## config.mk

```make
export PLATFORM = sky130hd
export DESIGN_NAME = motor_feedback_angle_tracker
export DESIGN_NICKNAME = d
export VERILOG_FILES = /design/src/mfat_pkg.sv /design/src/motor_feedback_angle_tracker.sv /design/src/mfat_state.sv
export SDC_FILE = /design/constraint.sdc
export NUM_CORES = 1
export LEC_CHECK = 0
export BUFFER_PORTS_ARGS = -buffer_cell sky130_fd_sc_hd__buf_2
export CORE_UTILIZATION = 35
export CTS_BUF_LIST = sky130_fd_sc_hd__clkbuf_4
export DETAILED_ROUTE_END_ITERATION = 6
export GPL_TIMING_DRIVEN = 0
export PLACE_DENSITY_LB_ADDON = 0.08
export SLEW_MARGIN = 15
export SYNTH_ARGS = -nofsm -noshare
export SYNTH_HDL_FRONTEND = slang
export SYNTH_SLANG_ARGS = --single-unit
```

## constraint.sdc

```tcl
create_clock -name i_clk -period 29.5 [get_ports i_clk]
set_input_delay 7.375 -clock i_clk [delete_from_list [all_inputs] [get_ports i_clk]]
set_output_delay 7.375 -clock i_clk [all_outputs]
set_load 0.05 [all_outputs]
```

## src/mfat_pkg.sv

```systemverilog
// Shared types and constants for the motor feedback angle tracker.
package mfat_pkg;

    localparam int MOTOR_COUNT_DEF = 4;
    localparam int ID_W            = 11;
    localparam int ANGLE_W         = 16;
    localparam int TURN_W          = 32;
    localparam int TOTAL_W         = 32;
    localparam int TURN_SHIFT      = 13;   // one turn is 8192 counts
    localparam int HALF_TURN       = 4096;
    localparam int MOTOR_IDX_W     = 2;

    localparam logic [ID_W-1:0] BASE_ID_RESET = 11'd513;

    typedef enum logic [1:0] {
        MODE_FRAME       = 2'd0,
        MODE_CAP_OFFSET  = 2'd1,
        MODE_CAP_ZERO    = 2'd2
    } t_mode;

    typedef struct packed {
        logic [ANGLE_W-1:0] prev_angle;
        logic [TURN_W-1:0]  turn;
        logic [ANGLE_W-1:0] offset;
        logic [TOTAL_W-1:0] total;
        logic [TOTAL_W-1:0] zero;
    } t_motor_rec;

endpackage

```

## src/motor_feedback_angle_tracker.sv

```systemverilog
// Top level of the motor feedback angle tracker.
// Takes one transaction per clock cycle while o_stall is low and returns the
// result of a matching feedback frame through the stage 1, stage 2 and output
// registers (held while the output is stalled). Per-motor state lives in a
// small synchronous memory read at acceptance and written back from the next
// stage; a bypass register covers frames for the same motor on consecutive
// cycles. Capture commands mark every motor at once, so no sweep over the motors
// is needed, and the block is ready straight out of reset with no clearing pass.
module motor_feedback_angle_tracker #(
    parameter int MOTOR_COUNT = mfat_pkg::MOTOR_COUNT_DEF,
    localparam int IW = (MOTOR_COUNT > 1) ? $clog2(MOTOR_COUNT) : 1
) (
    input  logic                                   i_clk,
    input  logic                                   i_rst_n,
    input  logic                                   i_cfg_we,
    input  logic [mfat_pkg::ID_W-1:0]              i_cfg_data,
    input  logic                                   i_valid,
    output logic                                   o_stall,
    input  logic [1:0]                             i_mode,
    input  logic [mfat_pkg::ID_W-1:0]              i_frame_id,
    input  logic [mfat_pkg::ANGLE_W-1:0]           i_angle_raw,
    input  logic signed [15:0]                     i_speed_raw,
    input  logic signed [15:0]                     i_current_raw,
    input  logic [7:0]                             i_hall_raw,
    output logic                                   o_valid,
    input  logic                                   i_stall,
    output logic [mfat_pkg::MOTOR_IDX_W-1:0]       o_motor_index,
    output logic [mfat_pkg::ANGLE_W-1:0]           o_rotor_angle,
    output logic signed [15:0]                     o_rotor_speed,
    output logic signed [15:0]                     o_rotor_current,
    output logic [7:0]                             o_hall_value,
    output logic signed [mfat_pkg::TURN_W-1:0]     o_turn_count,
    output logic signed [mfat_pkg::TOTAL_W-1:0]    o_total_pos,
    output logic signed [mfat_pkg::TOTAL_W-1:0]    o_relative_angle
);

    localparam int AW = mfat_pkg::ANGLE_W;
    localparam int TW = mfat_pkg::TURN_W;
    localparam int SW = mfat_pkg::TOTAL_W;
    localparam int SH = mfat_pkg::TURN_SHIFT;

    logic [mfat_pkg::ID_W-1:0] r_base_id;
    logic [mfat_pkg::ID_W-1:0] id_diff;
    logic                      in_range;
    logic                      is_frame;
    logic                      cap_offset;
    logic                      cap_zero;
    logic                      accept;
    logic                      s1_load;
    logic                      mv1;
    logic                      mv2;

    // stage 1: memory data arrives, update computed
    logic            r_v1;
    logic [IW-1:0]   r1_idx;
    logic [AW-1:0]   r1_angle;
    logic [15:0]     r1_speed;
    logic [15:0]     r1_current;
    logic [7:0]      r1_hall;

    mfat_pkg::t_motor_rec rd_rec;
    mfat_pkg::t_motor_rec wr_rec;
    logic signed [AW:0]   delta;
    logic signed [AW:0]   ang_diff;
    logic [TW-1:0]        turn_new;
    logic [SW-1:0]        total;
    logic                 wr_en;

    // stage 2
    logic            r_v2;
    logic [IW-1:0]   r2_idx;
    logic [AW-1:0]   r2_angle;
    logic [15:0]     r2_speed;
    logic [15:0]     r2_current;
    logic [7:0]      r2_hall;
    logic [TW-1:0]   r2_turn;
    logic [SW-1:0]   r2_total;
    logic [SW-1:0]   r2_zero;

    // output register
    logic            r_v3;
    logic [IW-1:0]   r3_idx;
    logic [AW-1:0]   r3_angle;
    logic [15:0]     r3_speed;
    logic [15:0]     r3_current;
    logic [7:0]      r3_hall;
    logic [TW-1:0]   r3_turn;
    logic [SW-1:0]   r3_total;
    logic [SW-1:0]   r3_rel;

    assign mv2     = !r_v3 || !i_stall;
    assign mv1     = !r_v2 || mv2;
    assign o_stall = r_v1 && !mv1;
    assign accept  = i_valid && !o_stall;

    always_comb begin
        is_frame   = 1'b0;
        cap_offset = 1'b0;
        cap_zero   = 1'b0;
        unique case (mfat_pkg::t_mode'(i_mode))
            mfat_pkg::MODE_FRAME:      is_frame   = 1'b1;
            mfat_pkg::MODE_CAP_OFFSET: cap_offset = 1'b1;
            mfat_pkg::MODE_CAP_ZERO:   cap_zero   = 1'b1;
            default: ;
        endcase
    end

    assign id_diff  = i_frame_id - r_base_id;
    assign in_range = (i_frame_id >= r_base_id) &&
                      (id_diff < mfat_pkg::ID_W'(MOTOR_COUNT));
    assign s1_load  = accept && is_frame && in_range;

    always_ff @(posedge i_clk) begin
        if (!i_rst_n) begin
            r_base_id <= mfat_pkg::BASE_ID_RESET;
        end else if (i_cfg_we) begin
            r_base_id <= i_cfg_data;
        end
    end

    mfat_state #(
        .MOTOR_COUNT (MOTOR_COUNT)
    ) u_state (
        .i_clk        (i_clk),
        .i_rst_n      (i_rst_n),
        .i_rd_en      (s1_load),
        .i_rd_addr    (id_diff[IW-1:0]),
        .o_rd_rec     (rd_rec),
        .i_wr_en      (wr_en),
        .i_wr_addr    (r1_idx),
        .i_wr_rec     (wr_rec),
        .i_cap_offset (accept && cap_offset),
        .i_cap_zero   (accept && cap_zero)
    );

    // stage 1 update: unwrap turns and form the new total
    always_comb begin
        delta    = $signed({1'b0, r1_angle}) - $signed({1'b0, rd_rec.prev_angle});
        ang_diff = $signed({1'b0, r1_angle}) - $signed({1'b0, rd_rec.offset});
        if (delta > (AW+1)'(mfat_pkg::HALF_TURN)) begin
            turn_new = rd_rec.turn - TW'(1);
        end else if (delta < -(AW+1)'(mfat_pkg::HALF_TURN)) begin
            turn_new = rd_rec.turn + TW'(1);
        end else begin
            turn_new = rd_rec.turn;
        end
        total = {turn_new[SW-SH-1:0], {SH{1'b0}}} +
                {{(SW-AW-1){ang_diff[AW]}}, ang_diff};
        wr_rec.prev_angle = r1_angle;
        wr_rec.turn       = turn_new;
        wr_rec.offset     = rd_rec.offset;
        wr_rec.total      = total;
        wr_rec.zero       = rd_rec.zero;
    end

    assign wr_en = r_v1 && mv1;

    always_ff @(posedge i_clk) begin
        if (!i_rst_n) begin
            r_v1 <= 1'b0;
            r_v2 <= 1'b0;
            r_v3 <= 1'b0;
        end else begin
            // stage 1 takes a new transaction whenever it is empty or moving on
            if (!o_stall) begin
                r_v1 <= s1_load;
            end
            if (mv1) begin
                r_v2 <= r_v1;
            end
            if (mv2) begin
                r_v3 <= r_v2;
            end
        end
    end

    always_ff @(posedge i_clk) begin
        if (s1_load) begin
            r1_idx     <= id_diff[IW-1:0];
            r1_angle   <= i_angle_raw;
            r1_speed   <= i_speed_raw;
            r1_current <= i_current_raw;
            r1_hall    <= i_hall_raw;
        end
        if (wr_en) begin
            r2_idx     <= r1_idx;
            r2_angle   <= r1_angle;
            r2_speed   <= r1_speed;
            r2_current <= r1_current;
            r2_hall    <= r1_hall;
            r2_turn    <= turn_new;
            r2_total   <= total;
            r2_zero    <= rd_rec.zero;
        end
        if (mv2 && r_v2) begin
            r3_idx     <= r2_idx;
            r3_angle   <= r2_angle;
            r3_speed   <= r2_speed;
            r3_current <= r2_current;
            r3_hall    <= r2_hall;
            r3_turn    <= r2_turn;
            r3_total   <= r2_total;
            r3_rel     <= r2_total - r2_zero;
        end
    end

    assign o_valid          = r_v3;
    assign o_motor_index    = mfat_pkg::MOTOR_IDX_W'(r3_idx);
    assign o_rotor_angle    = r3_angle;
    assign o_rotor_speed    = r3_speed;
    assign o_rotor_current  = r3_current;
    assign o_hall_value     = r3_hall;
    assign o_turn_count     = r3_turn;
    assign o_total_pos      = r3_total;
    assign o_relative_angle = r3_rel;

endmodule

```

## src/mfat_state.sv

```systemverilog
// Per-motor state memory with write bypass, valid bits and lazy capture flags.
module mfat_state #(
    parameter int MOTOR_COUNT = mfat_pkg::MOTOR_COUNT_DEF,
    localparam int IW = (MOTOR_COUNT > 1) ? $clog2(MOTOR_COUNT) : 1
) (
    input  logic                 i_clk,
    input  logic                 i_rst_n,
    input  logic                 i_rd_en,
    input  logic [IW-1:0]        i_rd_addr,
    output mfat_pkg::t_motor_rec o_rd_rec,
    input  logic                 i_wr_en,
    input  logic [IW-1:0]        i_wr_addr,
    input  mfat_pkg::t_motor_rec i_wr_rec,
    input  logic                 i_cap_offset,
    input  logic                 i_cap_zero
);

    mfat_pkg::t_motor_rec r_mem [MOTOR_COUNT];
    mfat_pkg::t_motor_rec r_mem_q;
    mfat_pkg::t_motor_rec r_fwd_rec;
    mfat_pkg::t_motor_rec rec;

    logic [IW-1:0]          r_rd_addr;
    logic                   r_rd_valid;
    logic                   r_fwd_hit;
    logic [MOTOR_COUNT-1:0] r_valid;
    logic [MOTOR_COUNT-1:0] r_stale_off;
    logic [MOTOR_COUNT-1:0] r_stale_zero;

    always_ff @(posedge i_clk) begin
        if (i_wr_en) begin
            r_mem[i_wr_addr] <= i_wr_rec;
        end
        if (i_rd_en) begin
            r_mem_q   <= r_mem[i_rd_addr];
            r_fwd_rec <= i_wr_rec;
        end
    end

    always_ff @(posedge i_clk) begin
        if (!i_rst_n) begin
            r_rd_addr    <= '0;
            r_rd_valid   <= 1'b0;
            r_fwd_hit    <= 1'b0;
            r_valid      <= '0;
            r_stale_off  <= '0;
            r_stale_zero <= '0;
        end else begin
            if (i_rd_en) begin
                r_rd_addr  <= i_rd_addr;
                r_rd_valid <= r_valid[i_rd_addr];
                // catch a write to the same entry at the read edge
                r_fwd_hit  <= i_wr_en && (i_wr_addr == i_rd_addr);
            end
            for (int k = 0; k < MOTOR_COUNT; k++) begin
                if (i_wr_en && (i_wr_addr == IW'(k))) begin
                    r_valid[k] <= 1'b1;
                end
                // a capture after a write in the same cycle sees the new entry
                if (i_cap_offset) begin
                    r_stale_off[k] <= 1'b1;
                end else if (i_wr_en && (i_wr_addr == IW'(k))) begin
                    r_stale_off[k] <= 1'b0;
                end
                if (i_cap_zero) begin
                    r_stale_zero[k] <= 1'b1;
                end else if (i_wr_en && (i_wr_addr == IW'(k))) begin
                    r_stale_zero[k] <= 1'b0;
                end
            end
        end
    end

    always_comb begin
        if (r_fwd_hit) begin
            rec = r_fwd_rec;
        end else if (r_rd_valid) begin
            rec = r_mem_q;
        end else begin
            rec = '0;
        end
        o_rd_rec = rec;
        // an entry untouched since a capture takes its captured value from itself
        if (r_stale_off[r_rd_addr]) begin
            o_rd_rec.offset = rec.prev_angle;
        end
        if (r_stale_zero[r_rd_addr]) begin
            o_rd_rec.zero = rec.total;
        end
    end

endmodule
```

==> load_flow_metrics.sql, run 1 <==
INSERT INTO impl_metrics (metric_group, metric, value, unit) VALUES
('synthesis', 'synth_top_area_share', '74.9', '%'),
('grt', 'global_route_wire_length_before_repair', '158000', 'um'),
('cells_and_area', 'area_delta_synth_final', '18.5', '%'),
('grt', 'grt_antenna_before_repair', '5', ''),
('synthesis', 'syn-cell-area', '45400', 'um^2'),
('die', 'start_util', '35.4', '%'),
('drt', 'wl_per_cell', '20.5', 'um'),
('cells_and_area', 'final_area', '53900', 'um^2'),
('clock_tree', 'worstSkewPairLatency', '1.24', 'ns'),
('status', 'outcome', 'finished, final reports clean', ''),
('critical_path', 'critical_path.cell_chain', 'buf_2 -> and3_1 -> nand2_1 -> inv_1 -> buf_2', ''),
('sta', 'fmax', '0.0644', 'GHz'),
('cells_and_area', 'final.fill_count', '11679', ''),
('drt', 'drt_wl_total', '103000', 'um'),
('power', 'seq_power_share', '53.2', '%'),
('clock_tree', 'cts_made_buffers', '338', ''),
('critical_path', 'worst_setup_path_end_kind', 'output port', ''),
('synthesis', 'synth_nets', '2619', ''),
('sta', 'worst_pin_slew', '1.13', 'ns'),
('clock_tree', 'clk_path_buf_depth', '4', ''),
('cells_and_area', 'layout.cells.most_common', 'sky130_fd_sc_hd__edfxtp_1', ''),
('cells_and_area', 'most-common-layout-cells', 'sky130_fd_sc_hd__edfxtp_1, sky130_fd_sc_hd__clkbuf_4, sky130_fd_sc_hd__buf_2', ''),
('power', 'powerDensity', '63.0', 'nW/um^2'),
('synthesis', 'async_reset_ff_share', '0', '%'),
('critical_path', 'reg2reg_slack', '17.76', 'ns'),
('sta', 'max_slew_margin', '24.7', '%'),
('synthesis', 'ys_ff_latch', '1164', ''),
('power', 'power.share.clock', '42.8', '%'),
('drt', 'avgViaCountPerCell', '4.86', ''),
('critical_path', 'worst_setup_path_startpoint', 'i_stall', ''),
('sta', 'finClkSkew', '0.0894', 'ns'),
('critical_path', 'worst_path_largest_cell_delay', '0.26', 'ns'),
('hold_path', 'min-delay-path-class', 'reg -> reg', ''),
('synthesis', 'synthesis.instances', '2444', ''),
('drt', 'first_pass_iters', '6', ''),
('clock_tree', 'clock_tree.root_cell', 'sky130_fd_sc_hd__clkbuf_4', ''),
('critical_path', 'worstReg2RegEnd', 'u_state.r_fwd_rec[63]$_DFFE_PP_', ''),
('cells_and_area', 'drive_gt1_share', '30.7', '%'),
('synthesis', 'ys_top_cells_by_area', 'sky130_fd_sc_hd__edfxtp_1, sky130_fd_sc_hd__mux4_2, sky130_fd_sc_hd__ha_1, sky130_fd_sc_hd__xnor2_1, sky130_fd_sc_hd__dfxtp_1', ''),
('synthesis', 'synth_sequential_area_ratio', '76.3', '%'),
('sta', 'rsz0062_at_grt', 'false', ''),
('clock_tree', 'clock_sinks', '1164', ''),
('power', 'power.switching_fraction', '21.8', '%'),
('placed_design', 'place_congestion', '0.860', ''),
('drt', 'num_vias', '24455', ''),
('drt', 'drtAntennaViolNets', '0', ''),
('sta', 'slew_viol_final', '0', ''),
('power', 'power_frac_comb', '4.0', '%'),
('power', 'p_leak', '0.0181', 'uW'),
('clock_tree', 'cts_hold_buf', '0', ''),
('grt', 'grt_start_max_net_pins', '88', ''),
('power', 'vdd_ir_drop_max', '0.0000412', 'V'),
('critical_path', 'timing.rr.start', 'u_state.r_rd_valid$_SDFFE_PN0P_', ''),
('drt', 'detailedRoute.firstIterationViolations', '1318', ''),
('die', 'die_w', '362', 'um'),
('critical_path', 'worst-setup-path-type', 'in -> out', ''),
('sta', 'finalHoldViolCount', '0', ''),
('critical_path', 'timing.critical_path.fanout_max', '3', ''),
('die', 'core_area', '128000', 'um^2'),
('hold_path', 'hold_start', 'r2_angle[10]$_DFFE_PP_', ''),
('die', 'io_pins', '241', ''),
('synthesis', 'synth_top_flop_cell', 'sky130_fd_sc_hd__edfxtp_1', ''),
('sta', 'setup_viol_count_final', '0', ''),
('placed_design', 'dpl-instance-area', '49700', 'um^2'),
('job', 'number_of_max_capacitance_violations_reported', '0', ''),
('synthesis', 'biggest_area_consumer_among_synthesized_cells', 'sky130_fd_sc_hd__edfxtp_1', ''),
('cells_and_area', 'design.final.nets', '3242', ''),
('placed_design', 'dp_hpwl', '65600', 'um'),
('die', 'core.rowCount', '131', ''),
('sta', 'minimum_clock_period', '15.54', 'ns'),
('grt', 'global_route_usage_over_all_layers', '16.0', '%');
[metal layers]
| metal | GRT usage (%) | up-vias | wire, um |
|---|---|---|---|
| li1 | - | 11195 | - |
| met1 | 20.6 | 12255 | 46200 |
| met2 | 25.5 | 731 | 48600 |
| met3 | 3.75 | 274 | 5170 |
| met4 | 7.47 | 0 | 3320 |
| met5 | 0 | - | 0 |
[power by group through the flow]
stage / clock [uW] / combinational (uW) / sequential (uW)
finish: 1450 / 135 / 1810
floorplan: 0 / 91.7 / 1840
global placement: 0 / 137 / 1840
detailed placement: 0 / 140 / 1840
global route: 1600 / 149 / 1810
CTS: 1520 / 140 / 1810
[synth_stat cells, types with 8 or more instances]
master / n
sky130_fd_sc_hd__o21a_1: 21
sky130_fd_sc_hd__and2_1: 8
sky130_fd_sc_hd__xnor2_1: 78
sky130_fd_sc_hd__buf_1: 29
sky130_fd_sc_hd__nand2b_1: 18
sky130_fd_sc_hd__o21ai_0: 78
sky130_fd_sc_hd__ha_1: 85
sky130_fd_sc_hd__a21o_1: 35
sky130_fd_sc_hd__a21oi_1: 57
sky130_fd_sc_hd__nand4_1: 9
sky130_fd_sc_hd__nor2_1: 68
sky130_fd_sc_hd__nor3_1: 21
sky130_fd_sc_hd__clkbuf_1: 36
sky130_fd_sc_hd__a22oi_1: 41
sky130_fd_sc_hd__dfxtp_1: 30
sky130_fd_sc_hd__a221oi_1: 14
sky130_fd_sc_hd__a21boi_0: 17
sky130_fd_sc_hd__nor2b_1: 28
sky130_fd_sc_hd__mux2_2: 33
sky130_fd_sc_hd__mux4_2: 131
sky130_fd_sc_hd__nand3_1: 20
sky130_fd_sc_hd__inv_1: 103
sky130_fd_sc_hd__edfxtp_1: 1134
sky130_fd_sc_hd__nand2_1: 109
sky130_fd_sc_hd__mux2i_1: 49
sky130_fd_sc_hd__or3_1: 12
sky130_fd_sc_hd__xor2_1: 28
sky130_fd_sc_hd__or2_2: 8
sky130_fd_sc_hd__and3_1: 11
sky130_fd_sc_hd__a211oi_1: 8
[logic make-up after synthesis]
| family | synth area share, % |
|---|---|
| XOR/XNOR | 2.16 |
| adder cells (fa/ha/maj) | 2.65 |
| multiplexers | 8.39 |
| AO/OA/AOI/OAI | 5.35 |
| flip-flops | 76.3 |
| AND/OR/NAND/NOR | 3.74 |
| buffers and inverters | 1.44 |
[sequential cells by signal, summed over array words and instances, names as in the netlist, 32 cells and up]
name,count
o_relative_angle,32
u_state.r_mem,512
u_state.r_mem_q,128
r2_zero,32
o_total_pos,32
r2_total,32
o_turn_count,32
u_state.r_fwd_rec,128
r2_turn,32
[worst max-delay path by stage]
stage | slack, ns | endpoint
5_1_grt | 13.89 | o_stall
6_report | 13.96 | o_stall
3_3_place_gp | -1.09 | r1_current[8]$_DFFE_PP_
2_1_floorplan | 7.41 | r1_angle[0]$_DFFE_PP_
4_1_cts | 13.96 | o_stall
3_5_place_dp | 13.96 | o_stall
[critical path: cells and delay by family]
kind | cells | cell delay [ns]
and+or+nand+nor | 2 | 0.31
buffers and inverters | 3 | 0.48
[area by class of cell]
cell class	instances	area (um^2)	area share, %
diodes	8	20.0	0.0372
plain buffers	68	272	0.504
clock buffers	496	3720	6.91
clock inverters	73	365	0.678
inverters	104	420	0.781
multi-input cells	1108	10200	18.9
flip-flops and latches	1164	34700	64.3
well taps	1729	2160	4.02
repair buffers	283	2070	3.84
[per-stage QoR]
step | hold slack [ns] | utilization [%] | setup TNS (ns) | std cells | power, uW
after floorplan | 0.400 | - | 0 | 2444 | 1930
after global placement | 0.401 | 38.1 | -318.00 | 4412 | 1980
after detailed placement | 0.405 | 38.8 | 0 | 4456 | 1980
after CTS | 0.377 | 42.0 | 0 | 5025 | 3470
after global routing | 0.384 | 42.0 | 0 | 5033 | 3560
final | 0.390 | 42.0 | 0 | 5033 | 3390
No activity file was read; power rests on OpenSTA's default activity.
==> inputs of run 2 (changes only) <==
==> constraint.sdc (replaced) <==
create_clock -name i_clk -period 13.1 [get_ports i_clk]
set_input_delay 3.275 -clock i_clk [delete_from_list [all_inputs] [get_ports i_clk]]
set_output_delay 3.275 -clock i_clk [all_outputs]
set_load 0.05 [all_outputs]
==> run 2 against run 1 <==
  * Clock skew is 0.015 ns higher
  * Utilization fell by 0.15 points
  * Sequential power up 120%
  * Die area is the same
  * Critical endpoint is now u_state.r_fwd_rec[63]$_DFFE_PP_
  * Global-route usage decreased by 0.10 points
  * Sequential share of layout area rose by 0.23 points
  * Critical path depth rose by 29
  * Register-to-register slack got worse by 16 ns
  * Clock-buffer cell count decreased by 31
  * First-iteration DRC count grew 21%
  * Highest routed layer unchanged
==> load_flow_metrics.sql, run 2 (same netlist as run 1, synthesis figures left out) <==
INSERT INTO impl_metrics (metric_group, metric, value, unit) VALUES
('status', 'outcome', 'finished, final reports clean', ''),
('sta', 'slew_viol_final', '0', ''),
('die', 'core_area', '128000', 'um^2'),
('clock_tree', 'clk_path_buf_depth', '4', ''),
('drt', 'drtAntennaViolNets', '0', ''),
('grt', 'global_route_usage_over_all_layers', '15.9', '%'),
('die', 'core.rowCount', '131', ''),
('cells_and_area', 'seq_area', '34700', 'um^2'),
('grt', 'grt_start_max_net_pins', '84', ''),
('critical_path', 'r2r.worst_path.cells', '34', ''),
('placed_design', 'place_congestion', '0.855', ''),
('die', 'die_footprint', '131000', 'um^2'),
('drt', 'wl_per_cell', '20.5', 'um'),
('critical_path', 'worst_setup_path_end_kind', 'flip-flop', ''),
('sta', 'rsz0062_at_grt', 'false', ''),
('clock_tree', 'cts_hold_buf', '0', ''),
('critical_path', 'critical_path_arrival', '12.55', 'ns'),
('sta', 'fmax', '0.0864', 'GHz'),
('cells_and_area', 'most-common-layout-cells', 'sky130_fd_sc_hd__edfxtp_1, sky130_fd_sc_hd__clkbuf_4, sky130_fd_sc_hd__buf_2', ''),
('grt', 'global_route_wire_length_before_repair', '157000', 'um'),
('clock_tree', 'cts-resized-gates', '0', ''),
('sta', 'minimum_clock_period', '11.58', 'ns'),
('grt', 'grt_pass1_vias', '26242', ''),
('grt', 'globalRouteMet2Util', '25.1', '%'),
('placed_design', 'number_of_port_buffers', '239', ''),
('die', 'die_w', '362', 'um'),
('cells_and_area', 'finish.cell_count_without_fillers', '5014', ''),
('drt', 'avgViaCountPerCell', '4.84', ''),
('sta', 'setup_viol_count_final', '0', ''),
('clock_tree', 'clock_tree.root_cell', 'sky130_fd_sc_hd__clkbuf_4', ''),
('die', 'io_pins', '241', ''),
('grt', 'globalRouteMet3Util', '3.67', '%'),
('power', 'vdd_ir_drop_max', '0.000104', 'V'),
('die', 'die_h', '362', 'um'),
('die', 'start_util', '35.4', '%'),
('critical_path', 'path_common_cell', 'sky130_fd_sc_hd__clkbuf_1', ''),
('cells_and_area', 'final_core_util', '41.9', '%'),
('cells_and_area', 'final.fill_count', '11707', ''),
('cells_and_area', 'design.final.nets', '3238', ''),
('sta', 'finalHoldViolCount', '0', ''),
('sta', 'timing.hold.ws', '0.401', 'ns'),
('clock_tree', 'clock_sinks', '1164', ''),
('sta', 'worst_pin_slew', '1.29', 'ns'),
('critical_path', 'worst_ep_required_time', '14.07', 'ns'),
('clock_tree', 'cts_tree', 'done', ''),
('clock_tree', 'worstSkewPairLatency', '1.22', 'ns'),
('cells_and_area', 'multiInputGateArea', '10200', 'um^2'),
('cells_and_area', 'layout.cells.most_common', 'sky130_fd_sc_hd__edfxtp_1', ''),
('critical_path', 'worst-setup-path-type', 'reg -> reg', ''),
('grt', 'grt_overflow', '0', ''),
('clock_tree', 'postCtsSetupRepairBufs', '0', ''),
('power', 'p_leak', '0.0180', 'uW'),
('sta', 'timing.final.crit_share', '88.4', '%'),
('drt', 'drcViolationCount', '0', ''),
('clock_tree', 'htree_levels', '5', ''),
('critical_path', 'timing.critical_path.from_type', 'flip-flop', ''),
('clock_tree', 'path_clk_slew', '0.07', 'ns'),
('hold_path', 'min-delay-path-class', 'reg -> reg', ''),
('hold_path', 'holdPathStages', '0', ''),
('grt', 'grt_most_used_layer', 'met2', ''),
('critical_path', 'timing.critical_path.fanout_max', '10', ''),
('placed_design', 'dp_hpwl', '65700', 'um'),
('grt', 'gr-usage-met1', '20.8', '%'),
('drt', 'num_vias', '24286', ''),
('sta', 'max_slew_margin', '14.1', '%'),
('cells_and_area', 'register_ranked_first_by_flip_flop_count', 'u_state.r_mem', ''),
('cells_and_area', 'top_registers', 'u_state.r_mem (512), u_state.r_fwd_rec (128), u_state.r_mem_q (128)', ''),
('clock_tree', 'cts_made_buffers', '331', ''),
('grt', 'grt_antenna_before_repair', '3', ''),
('job', 'number_of_max_capacitance_violations_reported', '0', ''),
('drt', 'detailedRoute.firstIterationViolations', '1596', ''),
('critical_path', 'worst_path_largest_cell_delay', '0.66', 'ns'),
('placed_design', 'placedCellCount', '4459', ''),
('cells_and_area', 'largest_register_ff_count', '512', ''),
('cells_and_area', 'area_delta_synth_final', '18.1', '%'),
('drt', 'first_pass_iters', '5', ''),
('critical_path', 'slowest_stage', 'sky130_fd_sc_hd__xnor2_1', ''),
('sta', 'finClkSkew', '0.105', 'ns'),
('power', 'design_power_total', '7490', 'uW'),
('drt', 'drt_wl_total', '103000', 'um'),
('cells_and_area', 'drive_gt1_share', '30.0', '%'),
('power', 'powerDensity', '140', 'nW/um^2');
[run 2: cell count changes in the layout (fill, tap and decap cells not counted), moves of 3 or more]
cell / before / now
sky130_fd_sc_hd__clkbuf_4: 496 / 465
sky130_fd_sc_hd__clkinv_1: 55 / 65
sky130_fd_sc_hd__clkbuf_2: 5 / 1
sky130_fd_sc_hd__buf_2: 241 / 244
sky130_fd_sc_hd__buf_6: 0 / 3
[run 2: final timing paths]
| check | end | start | slack [ns] |
|---|---|---|---|
| max | u_state.r_fwd_rec[63]$_DFFE_PP_ | u_state.r_rd_valid$_SDFFE_PN0P_ | 1.52 |
| min | o_rotor_angle[10]$_DFFE_PP_ | r2_angle[10]$_DFFE_PP_ | 0.40 |
| min reg2reg | o_rotor_angle[10]$_DFFE_PP_ | r2_angle[10]$_DFFE_PP_ | 0.40 |
| max reg2reg | u_state.r_fwd_rec[63]$_DFFE_PP_ | u_state.r_rd_valid$_SDFFE_PN0P_ | 1.52 |
[run 2: power breakdown]
part	internal [uW]	switching, uW
clock network	1640	1470
registers	4070	1.87
logic	130	176
[run 2: layout make-up]
type                    instances  share of cell area, %
clock inverters                83                  0.653
clock buffers                 465                   6.50
well taps                    1729                   4.03
inverters                     104                  0.783
repair buffers                286                   3.96
diodes                          7                 0.0326
flip-flops and latches       1164                   64.6
plain buffers                  68                  0.501
multi-input cells            1108                   19.0
[run 2: routing by layer]
layer / up-vias / wire (um)
li1: 11191 / -
met1: 12146 / 46800
met2: 695 / 48100
met3: 254 / 5050
met4: 0 / 3010
met5: - / 0
[run 2: critical path, delay by kind of cell, from the launching register on]
| kind | cells | cell delay (ns) |
|---|---|---|
| AOI/OAI and AO/OA | 13 | 3.78 |
| xor gates and xnor gates | 1 | 0.66 |
| adders and majority gates | 2 | 0.79 |
| buffers and inverters | 7 | 3.10 |
| DFF | 1 | 0.34 |
| muxes | 2 | 0.38 |
| and+or+nand+nor | 9 | 2.28 |
[run 2: through the flow]
step | worst slack (ns) | instance area [um^2] | TNS, ns
floorplan | 0.00267 | 45500 | 0
global placement | -9.09 | 48800 | -3645.13
detailed placement | 1.43 | 49800 | 0
CTS | 1.41 | 53600 | 0
global route | 0.835 | 53700 | 0
finish | 1.52 | 53700 | 0
